<file path="config.mk">
export PLATFORM = sky130hd
export DESIGN_NAME = sha1_stream_hasher_unit
export DESIGN_NICKNAME = d
export VERILOG_FILES = /design/src/rtl/sha1sh_pkg.sv /design/src/rtl/sha1sh_sched.sv /design/src/rtl/sha1sh_round.sv /design/src/rtl/sha1_stream_hasher_unit.sv
export SDC_FILE = /design/constraint.sdc
export NUM_CORES = 2
export LEC_CHECK = 0
export BUFFER_PORTS_ARGS = -buffer_cell sky130_fd_sc_hd__buf_2
export CAP_MARGIN = 20
export CORE_MARGIN = 2
export CORE_UTILIZATION = 40
export CTS_CLUSTER_DIAMETER = 200
export DETAILED_ROUTE_END_ITERATION = 12
export PLACE_DENSITY_LB_ADDON = 0.08
export SETUP_SLACK_MARGIN = 0.3
export SYNTH_ARGS = -nofsm -noshare
export SYNTH_HDL_FRONTEND = slang
export SYNTH_HIERARCHICAL = 1
export SYNTH_SLANG_ARGS = --single-unit
</file>
<file path="constraint.sdc">
create_clock -name clk -period 4.9 [get_ports clk]
set_input_delay 0.735 -clock clk [delete_from_list [all_inputs] [get_ports clk]]
set_output_delay 0.735 -clock clk [all_outputs]
set_load 0.005 [all_outputs]
</file>
<file path="src/rtl/sha1sh_pkg.sv">
`default_nettype none
// ----------------------------------------------------------------------------
// sha1sh_pkg
// Shared types and constants for the byte-serial SHA-1 hasher.
// ----------------------------------------------------------------------------
package sha1sh_pkg;

  localparam int Rounds      = 80;
  localparam int DigestWords = 5;

  typedef logic [31:0] word_t;
  typedef logic [DigestWords-1:0][31:0] chain_t;

  // Initial chaining values, element 0 is H0.
  localparam chain_t H_INIT = {32'hC3D2E1F0, 32'h10325476, 32'h98BADCFE,
                               32'hEFCDAB89, 32'h67452301};

  localparam logic [7:0] PAD_MARK = 8'h80;
  localparam logic [5:0] LEN_POS  = 6'd56;  // first byte of the bit length
  localparam logic [5:0] LAST_POS = 6'd63;  // last byte of a block

  // Round group, selects the boolean function and the round constant.
  typedef enum logic [1:0] {
    PH_CHOOSE,
    PH_PARITY_LO,
    PH_MAJORITY,
    PH_PARITY_HI
  } phase_t;

  typedef struct packed {
    logic       wr_en;
    logic [5:0] wr_pos;
    logic [7:0] wr_byte;
    logic       shift;
  } sched_ctl_t;

  typedef struct packed {
    logic   load;
    logic   step;
    phase_t phase;
  } round_ctl_t;

endpackage
`default_nettype wire

</file>
<file path="src/rtl/sha1sh_sched.sv">
`default_nettype none
// ----------------------------------------------------------------------------
// sha1sh_sched
// Block buffer and message schedule: 16-word shift line with expansion taps.
// ----------------------------------------------------------------------------
module sha1sh_sched import sha1sh_pkg::*; (
  input  wire        clk,
  input  sched_ctl_t ctl,
  output word_t      w_cur
);

  word_t words [16];
  word_t mix;
  word_t w_new;

  // words[j] holds W[t+j] during round t
  assign mix   = words[13] ^ words[8] ^ words[2] ^ words[0];
  assign w_new = {mix[30:0], mix[31]};
  assign w_cur = words[0];

  always_ff @(posedge clk) begin
    if (ctl.shift) begin
      for (int j = 0; j < 15; j++) begin
        words[j] <= words[j+1];
      end
      words[15] <= w_new;
    end else if (ctl.wr_en) begin
      // big-endian: byte 0 of a word sits in bits 31:24
      words[ctl.wr_pos[5:2]][{~ctl.wr_pos[1:0], 3'b000} +: 8] <= ctl.wr_byte;
    end
  end

endmodule
`default_nettype wire

</file>
<file path="src/rtl/sha1sh_round.sv">
`default_nettype none
// ----------------------------------------------------------------------------
// sha1sh_round
// SHA-1 round unit: working variables a..e, one round per step.
// ----------------------------------------------------------------------------
module sha1sh_round import sha1sh_pkg::*; (
  input  wire        clk,
  input  round_ctl_t ctl,
  input  chain_t     chain_in,
  input  word_t      w_in,
  output chain_t     work_out
);

  word_t a, b, c, d, e;
  word_t f, k, t;

  always_comb begin
    case (ctl.phase)
      PH_CHOOSE: begin
        f = (b & c) | (~b & d);
        k = 32'h5A827999;
      end
      PH_PARITY_LO: begin
        f = b ^ c ^ d;
        k = 32'h6ED9EBA1;
      end
      PH_MAJORITY: begin
        f = (b & c) | (b & d) | (c & d);
        k = 32'h8F1BBCDC;
      end
      default: begin
        f = b ^ c ^ d;
        k = 32'hCA62C1D6;
      end
    endcase
  end

  assign t        = {a[26:0], a[31:27]} + f + e + k + w_in;
  assign work_out = {e, d, c, b, a};

  always_ff @(posedge clk) begin
    if (ctl.load) begin
      a <= chain_in[0];
      b <= chain_in[1];
      c <= chain_in[2];
      d <= chain_in[3];
      e <= chain_in[4];
    end else if (ctl.step) begin
      e <= d;
      d <= c;
      c <= {b[1:0], b[31:2]};
      b <= a;
      a <= t;
    end
  end

endmodule
`default_nettype wire

</file>
<file path="src/rtl/sha1_stream_hasher_unit.sv">
`default_nettype none
// ----------------------------------------------------------------------------
// sha1_stream_hasher_unit
// Byte-serial SHA-1 hasher with finish command and five-word digest output.
// ----------------------------------------------------------------------------
// A message enters one byte per input transfer (kind = 0); a transfer with
// kind = 1 closes the message, and the block then delivers the 160-bit digest
// as five output transfers, word 0 (H0) first, last_word set on word 4, and
// starts a fresh message. A data byte is written into the block buffer; the
// 64th byte of a block also runs the compression: the SHA-1 rounds on the
// single shared round unit, then the chaining add. A finish writes the 0x80
// mark, then the padding bytes (63 - fill) and the length, then runs the
// compression; when fewer than 9 bytes of the block were free, it pads a
// second block and runs another compression; then come the five digest
// words, one per output transfer. No new byte is taken while a compression
// runs. in_ready is high only while the block is waiting for input, and no
// input is taken while digest words are pending.
// ----------------------------------------------------------------------------
module sha1_stream_hasher_unit import sha1sh_pkg::*; (
  input  wire         clk,
  input  wire         rst,
  input  wire         in_valid,
  output logic        in_ready,
  input  wire         kind,
  input  wire  [7:0]  data_byte,
  output logic        out_valid,
  input  wire         out_ready,
  output logic [31:0] digest_word,
  output logic [2:0]  word_number,
  output logic        last_word
);

  typedef enum logic [2:0] {
    S_IDLE,
    S_PAD,
    S_ROUND,
    S_ADD,
    S_OUT
  } state_t;

  localparam logic [6:0] LastRound = 7'(Rounds - 1);
  localparam logic [2:0] LastWord  = 3'(DigestWords - 1);

  state_t      state;
  chain_t      chain;
  logic [5:0]  fill;        // bytes held in the current block
  logic [60:0] msg_cnt;     // message length in bytes, wraps at 2^61
  logic [6:0]  rnd;
  logic [5:0]  pad_pos;
  logic        extra;       // padding needs a second block
  logic        final_blk;   // compression belongs to a finish
  logic [2:0]  out_idx;

  logic        in_xfer;
  logic        out_xfer;
  logic        start_cmp;
  logic [63:0] len_bits;
  logic [7:0]  len_byte;
  sched_ctl_t  sched_ctl;
  round_ctl_t  round_ctl;
  word_t       w_cur;
  chain_t      work;

  assign in_ready  = (state == S_IDLE);
  assign out_valid = (state == S_OUT);
  assign in_xfer   = in_valid && in_ready;
  assign out_xfer  = out_valid && out_ready;

  // bit length, big-endian in bytes 56..63 of the final block
  assign len_bits = {msg_cnt, 3'b000};
  assign len_byte = len_bits[{~pad_pos[2:0], 3'b000} +: 8];

  // compression starts once byte 63 of a block is written
  assign start_cmp = (in_xfer && (fill == LAST_POS)) ||
                     ((state == S_PAD) && (pad_pos == LAST_POS));

  always_comb begin
    sched_ctl.shift = (state == S_ROUND);
    sched_ctl.wr_en = in_xfer || (state == S_PAD);
    if (state == S_PAD) begin
      sched_ctl.wr_pos  = pad_pos;
      sched_ctl.wr_byte = ((pad_pos >= LEN_POS) && !extra) ? len_byte : 8'h00;
    end else begin
      sched_ctl.wr_pos  = fill;
      sched_ctl.wr_byte = kind ? PAD_MARK : data_byte;
    end
  end

  always_comb begin
    round_ctl.load = start_cmp;
    round_ctl.step = (state == S_ROUND);
    if (rnd < 7'd20) begin
      round_ctl.phase = PH_CHOOSE;
    end else if (rnd < 7'd40) begin
      round_ctl.phase = PH_PARITY_LO;
    end else if (rnd < 7'd60) begin
      round_ctl.phase = PH_MAJORITY;
    end else begin
      round_ctl.phase = PH_PARITY_HI;
    end
  end

  sha1sh_sched u_sched (
    .clk   (clk),
    .ctl   (sched_ctl),
    .w_cur (w_cur)
  );

  sha1sh_round u_round (
    .clk      (clk),
    .ctl      (round_ctl),
    .chain_in (chain),
    .w_in     (w_cur),
    .work_out (work)
  );

  always_ff @(posedge clk) begin
    if (rst) begin
      state     <= S_IDLE;
      chain     <= H_INIT;
      fill      <= '0;
      msg_cnt   <= '0;
      rnd       <= '0;
      pad_pos   <= '0;
      extra     <= 1'b0;
      final_blk <= 1'b0;
      out_idx   <= '0;
    end else begin
      case (state)
        S_IDLE: begin
          rnd <= '0;
          if (in_xfer) begin
            if (!kind) begin
              fill    <= fill + 6'd1;
              msg_cnt <= msg_cnt + 61'd1;
              if (fill == LAST_POS) begin
                state <= S_ROUND;
              end
            end else begin
              // 0x80 goes in now; length fits only if at least 8 bytes remain
              final_blk <= 1'b1;
              extra     <= (fill >= LEN_POS);
              pad_pos   <= fill + 6'd1;
              state     <= (fill == LAST_POS) ? S_ROUND : S_PAD;
            end
          end
        end
        S_PAD: begin
          pad_pos <= pad_pos + 6'd1;
          rnd     <= '0;
          if (pad_pos == LAST_POS) begin
            state <= S_ROUND;
          end
        end
        S_ROUND: begin
          rnd <= rnd + 7'd1;
          if (rnd == LastRound) begin
            state <= S_ADD;
          end
        end
        S_ADD: begin
          for (int j = 0; j < DigestWords; j++) begin
            chain[j] <= chain[j] + work[j];
          end
          out_idx <= '0;
          if (!final_blk) begin
            state <= S_IDLE;
          end else if (extra) begin
            extra   <= 1'b0;
            pad_pos <= '0;
            state   <= S_PAD;
          end else begin
            state <= S_OUT;
          end
        end
        S_OUT: begin
          if (out_xfer) begin
            if (out_idx == LastWord) begin
              chain     <= H_INIT;
              fill      <= '0;
              msg_cnt   <= '0;
              final_blk <= 1'b0;
              state     <= S_IDLE;
            end else begin
              out_idx <= out_idx + 3'd1;
            end
          end
        end
        default: begin
          state <= S_IDLE;
        end
      endcase
    end
  end

  assign digest_word = chain[out_idx];
  assign word_number = out_idx;
  assign last_word   = (out_idx == LastWord);

endmodule
`default_nettype wire
</file>
; ---- After elaboration in Yosys (flattened, before gate mapping)
; Memory sizes are Yosys's and may differ from the RTL's.
; Index checks and enable logic that the tools add are counted.
[word_totals]
ram_bits = 512
output_inout_bits = 38
in_bits = 13
regBits = 408
wordCells = 174
mem_count = 1
[mem_list]
columns = name, words, word_bits, read_ports, rd_clocked_by_memory_dff, write_ports, line
row1 = u_sched.words, 16, 32, 16, 0, 16, sha1sh_sched.sv:12  ; word_t words [16];
[classes]
n_addsub = 15
shifts = 3
mux = 70
reduce_logical = 25
n_bitwise = 15
n_eq_ne = 21
n_lt_le_gt_ge = 6
[ops]
columns = op, count
row1 = 32-bit two-way mux, 14
row2 = 160-bit two-way mux, 2
row3 = 160-bit one-hot mux with 2 select lines, 1
row4 = 32-bit adder, 9
row5 = 61-bit two-way mux, 4
row6 = 32-bit bitwise XOR, 5
row7 = 32-bit AND, 4
row8 = 61-bit one-hot mux with 2 select lines, 1
row9 = 32-bit binary-select mux with 3-bit select, 1
row10 = 32-bit bitwise OR, 3
row11 = 32-bit one-hot mux with 3 select lines, 1
row12 = 32-bit one-hot mux with 2 select lines, 1
row13 = 64-bit by 7-bit indexed part select with 8-bit output, 1
row14 = "61-bit by 1-bit adder with 61-bit output, second input constant", 1
row15 = 6-bit two-way mux, 8
row16 = 3-bit two-way mux, 11
row17 = 32-bit NOT, 1
row18 = 32-bit OR reduction, 1
row19 = "8-bit by 7-bit variable shift with 32-bit output, first input constant", 1
row20 = 8-bit by 7-bit indexed part select with 32-bit output, 1
row21 = 6-bit one-hot mux with 3 select lines, 1
row22 = 8-bit two-way mux, 2
row23 = 3-bit one-hot mux with 5 select lines, 1
row24 = 5-bit AND reduction, 3
row25 = other kinds (39), 77

; ---- Longest topological paths before layout
[depth]
depth_word = 12
mapped_depth = 23
mapped_depth_nobuf = 22

; ---- By module
; Netlist, hierarchy kept.
[by_module_without_submodules]
columns = module, cells_each, n_inst, area_per_inst_um2
row1 = sha1sh_sched, 1382, 1, 23522.6
row2 = sha1_stream_hasher_unit, 2349, 1, 18798.0
row3 = sha1sh_round, 1278, 1, 12393.1

; ---- Least setup slack after synthesis
; Ideal clock, no wire load.
[synth_path]
path_kind = register to register
start = reg rnd[4]
end = reg u_round.a[29] (data pin)
stages_incl_launch_ff = 24
required_ns = 4.642
setup_ns = 0.258
arrival_ns = 4.796
setup_slack_ns = -0.154
period_less_slack_ns = 5.054
path_cell_list = dfxtp_1 clkbuf_1 nor2_1 a221o_1 inv_1 ha_1 inv_1 nand2_1 clkbuf_1 o22ai_1 a21oi_1 fa_1 fa_1 inv_1 ha_1 inv_1 fa_1 nand2b_1 a21oi_1 o211ai_2 nand3_1 a21boi_1 o31a_1 o221a_2
[synth_lines]
columns = item, line
row1 = "start, declared", sha1_stream_hasher_unit.sv:48  ; logic [6:0] rnd;
row2 = "start signal, assigned", sha1_stream_hasher_unit.sv:156  ; rnd <= rnd + 7'd1;
row3 = "end signal, assigned", sha1sh_round.sv:43  ; a <= chain_in[0];
row4 = "end signal, assigned", sha1sh_round.sv:53  ; a <= t;
row5 = "end, declared", sha1sh_round.sv:14  ; word_t a, b, c, d, e;

==> results <==
- The cell area that synthesis handed to floorplanning was 54,710 um2.
- The total negative slack is 0 ns.
- The required time of the critical path is 5.36 ns.
- The routed design could run at a clock period as short as 4.718 ns.
- The count of flip-flops with a built-in enable after synthesis is 672.
- The cell count after synthesis is 5,009.
- The category of the worst setup path capture point is a flip-flop.
- The number of clock sinks is 920.
- Of the total synthesized cell area, the portion taken by XOR and XNOR cells is 0.05026.
- The core box area is 135,600 um2.
- The number of endpoints with negative hold slack in the final report is 0.
- Row generation in the floorplan step produced 135 rows.
- The number of antenna-violating nets in the routed design is 0.
- The number of global-route vias before repair was 38,790.
- The total I/O pin count is 51.
- The cell area reported after detailed placement is 57,880 um2.
- The cell area after layout is 62,370 um2.
- Summing internal, switching and leakage power gives 43,140 uW.
- Counting every net in the synthesized netlist gives 5,355.
- The final worst-path cycle share is 0.9628.
- The number of input and output port buffers inserted is 50.
- The residual DRC count is 0.
- The floorplan step set the die width to 373.8 um.
- The proportion of synthesized area in mux cells is 0.1312.
- The starting density of the core is 0.4034.
- For this block, the routed nets add up to 171,900 um of wire.
- The path class of the tightest hold or removal check is input port to flip-flop.
- The clock-pin slew of the registers on the worst-case setup and hold paths is 0.06 ns.
- The fraction of synthesized cell area taken by the top area cell type is 0.3688.
- The die is 373.8 um tall.
- Across the run, the number of max-cap violations was 0.
- The area share of fa/ha/maj cells after synthesis is 0.09330.
- Yosys attributes the largest share of cell area to edfxtp_1 37%, mux2_2 9.7%, dfxtp_1 9.1%.
- The register cell area after layout is 25,150 um2.
- The number of antenna violations at the first check in global routing was 1.
- For this run, the leading register cell type out of synthesis is edfxtp_1.
- The number of synthesized register bits is 920.
- After the last flow step, the layout net total stands at 5,494.
- Entering global routing, the biggest net connects 230 pins.
- The die covers 139,800 um2.
- The leakage power of the design is 0.02354 uW.
- After synthesis, the share of flip-flops with an asynchronous set or reset is 0.
- After synthesis, the largest family of logic cells by area is multiplexers.
- The run finished with clean final reports.
- The relative max-transition margin is 0.2369.
- After detailed routing, the average wire length per cell comes to 24.47 um.
- Yosys printed 6 warnings.
- Of the cells placed in the final design, the portion with a size suffix greater than 1 is 0.2170.
- The congestion estimate from routability-driven global placement came to 0.9068.
- Of the synthesized area, sequential elements account for 0.4596.
- The mean number of vias per cell is 5.547.
- The number of clock buffers added by TritonCTS is 109.
- The kind of start point of the critical path is a flip-flop.
- Averaged over all synthesized cells, the footprint is 10.92 um2.
- The share of the synthesized area in compound gates (AO/OA/AOI/OAI) is 0.1165.
- The distinct cell type count after synthesis is 108.
- For the worst-skew pair, the clock arrives at the later sink with an insertion delay of 0.75 ns.
- The repair_antennas step left the layout with diodes totalling 0.
- Setup violations remaining at the end of the flow were counted as 0.
- Setup repair after global routing could not meet its margin everywhere.
- The share of synthesized cell area in and, or, nand and nor gates is 0.1071.
- The count of vias placed by the detailed router is 38,980.
- In this run, the number of DRC markers left after iteration 0 of detailed routing was 2,824.
- At the worst endpoint, the arrival time is 5.18 ns.
- The maximum fanout count along the critical path is 7.
- The power density normalized to cell area is 691.6 nW/um2.
- After clock tree synthesis, the flow added hold-fix buffers numbering 0.
- The highest achievable clock rate is 212.0 MHz.
- The global-route wire length before repair is 256,100 um.
- Across every metal layer, demand over resource in global routing totals 0.2429.
- The H-tree depth is 3.
- The wire-length estimate of the detail-placed layout is 125,200 um.
- Before antenna repair, the detailed router went through 6 iterations.
- In the final layout, the multi-input gates occupy 28,020 um2.
- The classification of the worst setup path is flip-flop to flip-flop.
- For the final database, setup skew stands at 0.03709 ns.
- The area growth from synthesis to layout is 14.00%.
- For this run the aggregate overflow at the end of global routing stands at 0.
- The peak supply drop is 0.5986 mV.
- No sink is reached through more buffers than the 3 on the longest clock path.
- The clock root buffer is clkbuf_16.
- The actual slew at the worst max-slew pin is 1.145 ns.
- Fill cells in the final layout number 12,730.
- TritonCTS built the clock tree.
- The number of pins exceeding their max-slew limit in the final report is 0.
- The synthesized design spends more area on one cell type than any other, namely edfxtp_1.
==> metrics by stage <==
step                instances  utilization  hold WS (ns)  setup WS [ns]
floorplan                5009            -        0.4494         0.3015
global placement         6801       0.4268        0.4768        0.02163
detailed placement       6801       0.4268        0.4756       -0.05691
CTS                      7015       0.4570        0.3670         0.1606
global route             7026       0.4599        0.3871       -0.04462
finish                   7026       0.4599        0.4111         0.1824
==> kinds of logic (layout without fill, tap and decap cells) <==
logic type / count (synthesis) / in the layout
AND/OR/NAND/NOR: 1229 / 1229
multiplexers: 594 / 594
flip-flops: 920 / 920
buffers and inverters: 601 / 837
AO/OA/AOI/OAI: 1018 / 1018
adder cells (fa/ha/maj): 333 / 333
XOR/XNOR: 314 / 314
==> cells in the final DEF (no fill, tap or decap), types with 103 or more instances in the layout <==
cell,Yosys,final
clkbuf_16,0,113
o21ai_0,321,313
nand2_1,501,497
nor2_1,272,263
edfxtp_1,672,672
ha_1,208,190
inv_1,381,371
buf_4,0,175
mux2_2,472,471
fa_1,125,121
xor2_1,141,140
xnor2_1,173,172
a21oi_1,237,214
dfxtp_1,248,243
a21o_1,103,103
==> worst paths after layout <==
kind / cells past startpoint / startpoint / slack (ns) / end
worst max-delay path: 22 / rnd[2] / 0.18 / u_round/a[28]
worst min-delay path: 2 / rst / 0.41 / chain[115]
worst max register to register: 22 / rnd[2] / 0.18 / u_round/a[28]
worst min register to register: 1 / chain[63] / 0.49 / chain[63]
==> cells in the mapped netlist, types with 8 or more instances <==
master and n:
nand3_1 69, or3_1 17, buf_1 17, a31oi_1 32
nor3b_1 9, nand2_1 501, nand3b_1 9, edfxtp_1 672
nor2_2 16, nand4_1 30, or2_2 27, nor3_1 46
nor2b_1 19, buf_2 22, mux4_2 44, o22ai_1 49
mux2_1 61, nor2_1 272, o21bai_1 22, o21ai_0 321
nand2_2 13, a21o_1 103, mux2_2 472, and3_1 34
xor2_1 141, nor4_1 8, o211ai_1 12, and2_1 10
a22oi_1 42, a211oi_1 16, fa_1 125, dfxtp_1 248
o21ai_1 26, o21a_1 22, and2_0 28, a21oi_1 237
nand2b_1 69, inv_1 381, xnor2_1 173, ha_1 208
mux2i_1 16, o31a_1 10, o221ai_1 23, clkbuf_1 178
==> worst max-delay path: stages (launching register included) <==
cell and delay, ns:
dfxtp_2 0.32, nor2_1 0.09, o21ai_1 0.08, a221o_1 0.35, inv_2 0.12, ha_4 0.17, inv_6 0.05, nand2_8 0.08
buf_12 0.16, buf_12 0.15, o221ai_4 0.10, fa_1 0.55, inv_1 0.06, fa_1 0.51, inv_1 0.07, ha_4 0.24
nand2_2 0.08, o21ai_2 0.07, a221o_1 0.35, a31o_2 0.28, o31ai_4 0.29, o211ai_1 0.14, o311a_1 0.14
==> report_power, final <==
part / internal (uW) / switching (uW)
Clock: 4760 / 3470
Sequential: 10900 / 926
Combinational: 10500 / 12600
Total: 26100 / 17000
==> flip-flops by register name (all words and copies together), names as in the netlist <==
register,count
final_blk,1
u_round/c,32
pad_pos,6
u_round/a,32
msg_cnt,61
extra,1
u_round/e,32
rnd,7
u_round/b,32
state,3
chain,160
word_number,3
u_round/d,32
fill,6
u_sched/words,512
==> what timing repair did <==
item,in CTS,in global routing
endpoints found under the setup margin,23,26
cloned,1,1
gates resized for setup,73,61
pin swaps,44,40
buffers inserted,5,10
==> cell type report <==
class / count / area share
multi-input cells: 3488 / 0.4492
flip-flops and latches: 920 / 0.4032
clock buffers: 146 / 0.04778
well taps: 1781 / 0.03573
repair buffers: 247 / 0.03109
inverters: 382 / 0.02307
clock inverters: 62 / 0.009889
==> per-layer routing <==
| metal | GRT usage | up-vias | wire length, um | part of all wire |
|---|---|---|---|---|
| met4 | 0.07043 | 0 | 5033 | 0.029 |
| met5 | 0 | - | 0 | 0 |
| li1 | - | 18300 | - | - |
| met1 | 0.3335 | 19550 | 77130 | 0.45 |
| met2 | 0.4026 | 893 | 82360 | 0.48 |
| met3 | 0.02928 | 234 | 7404 | 0.043 |
Power figures use the tool's default switching activity.
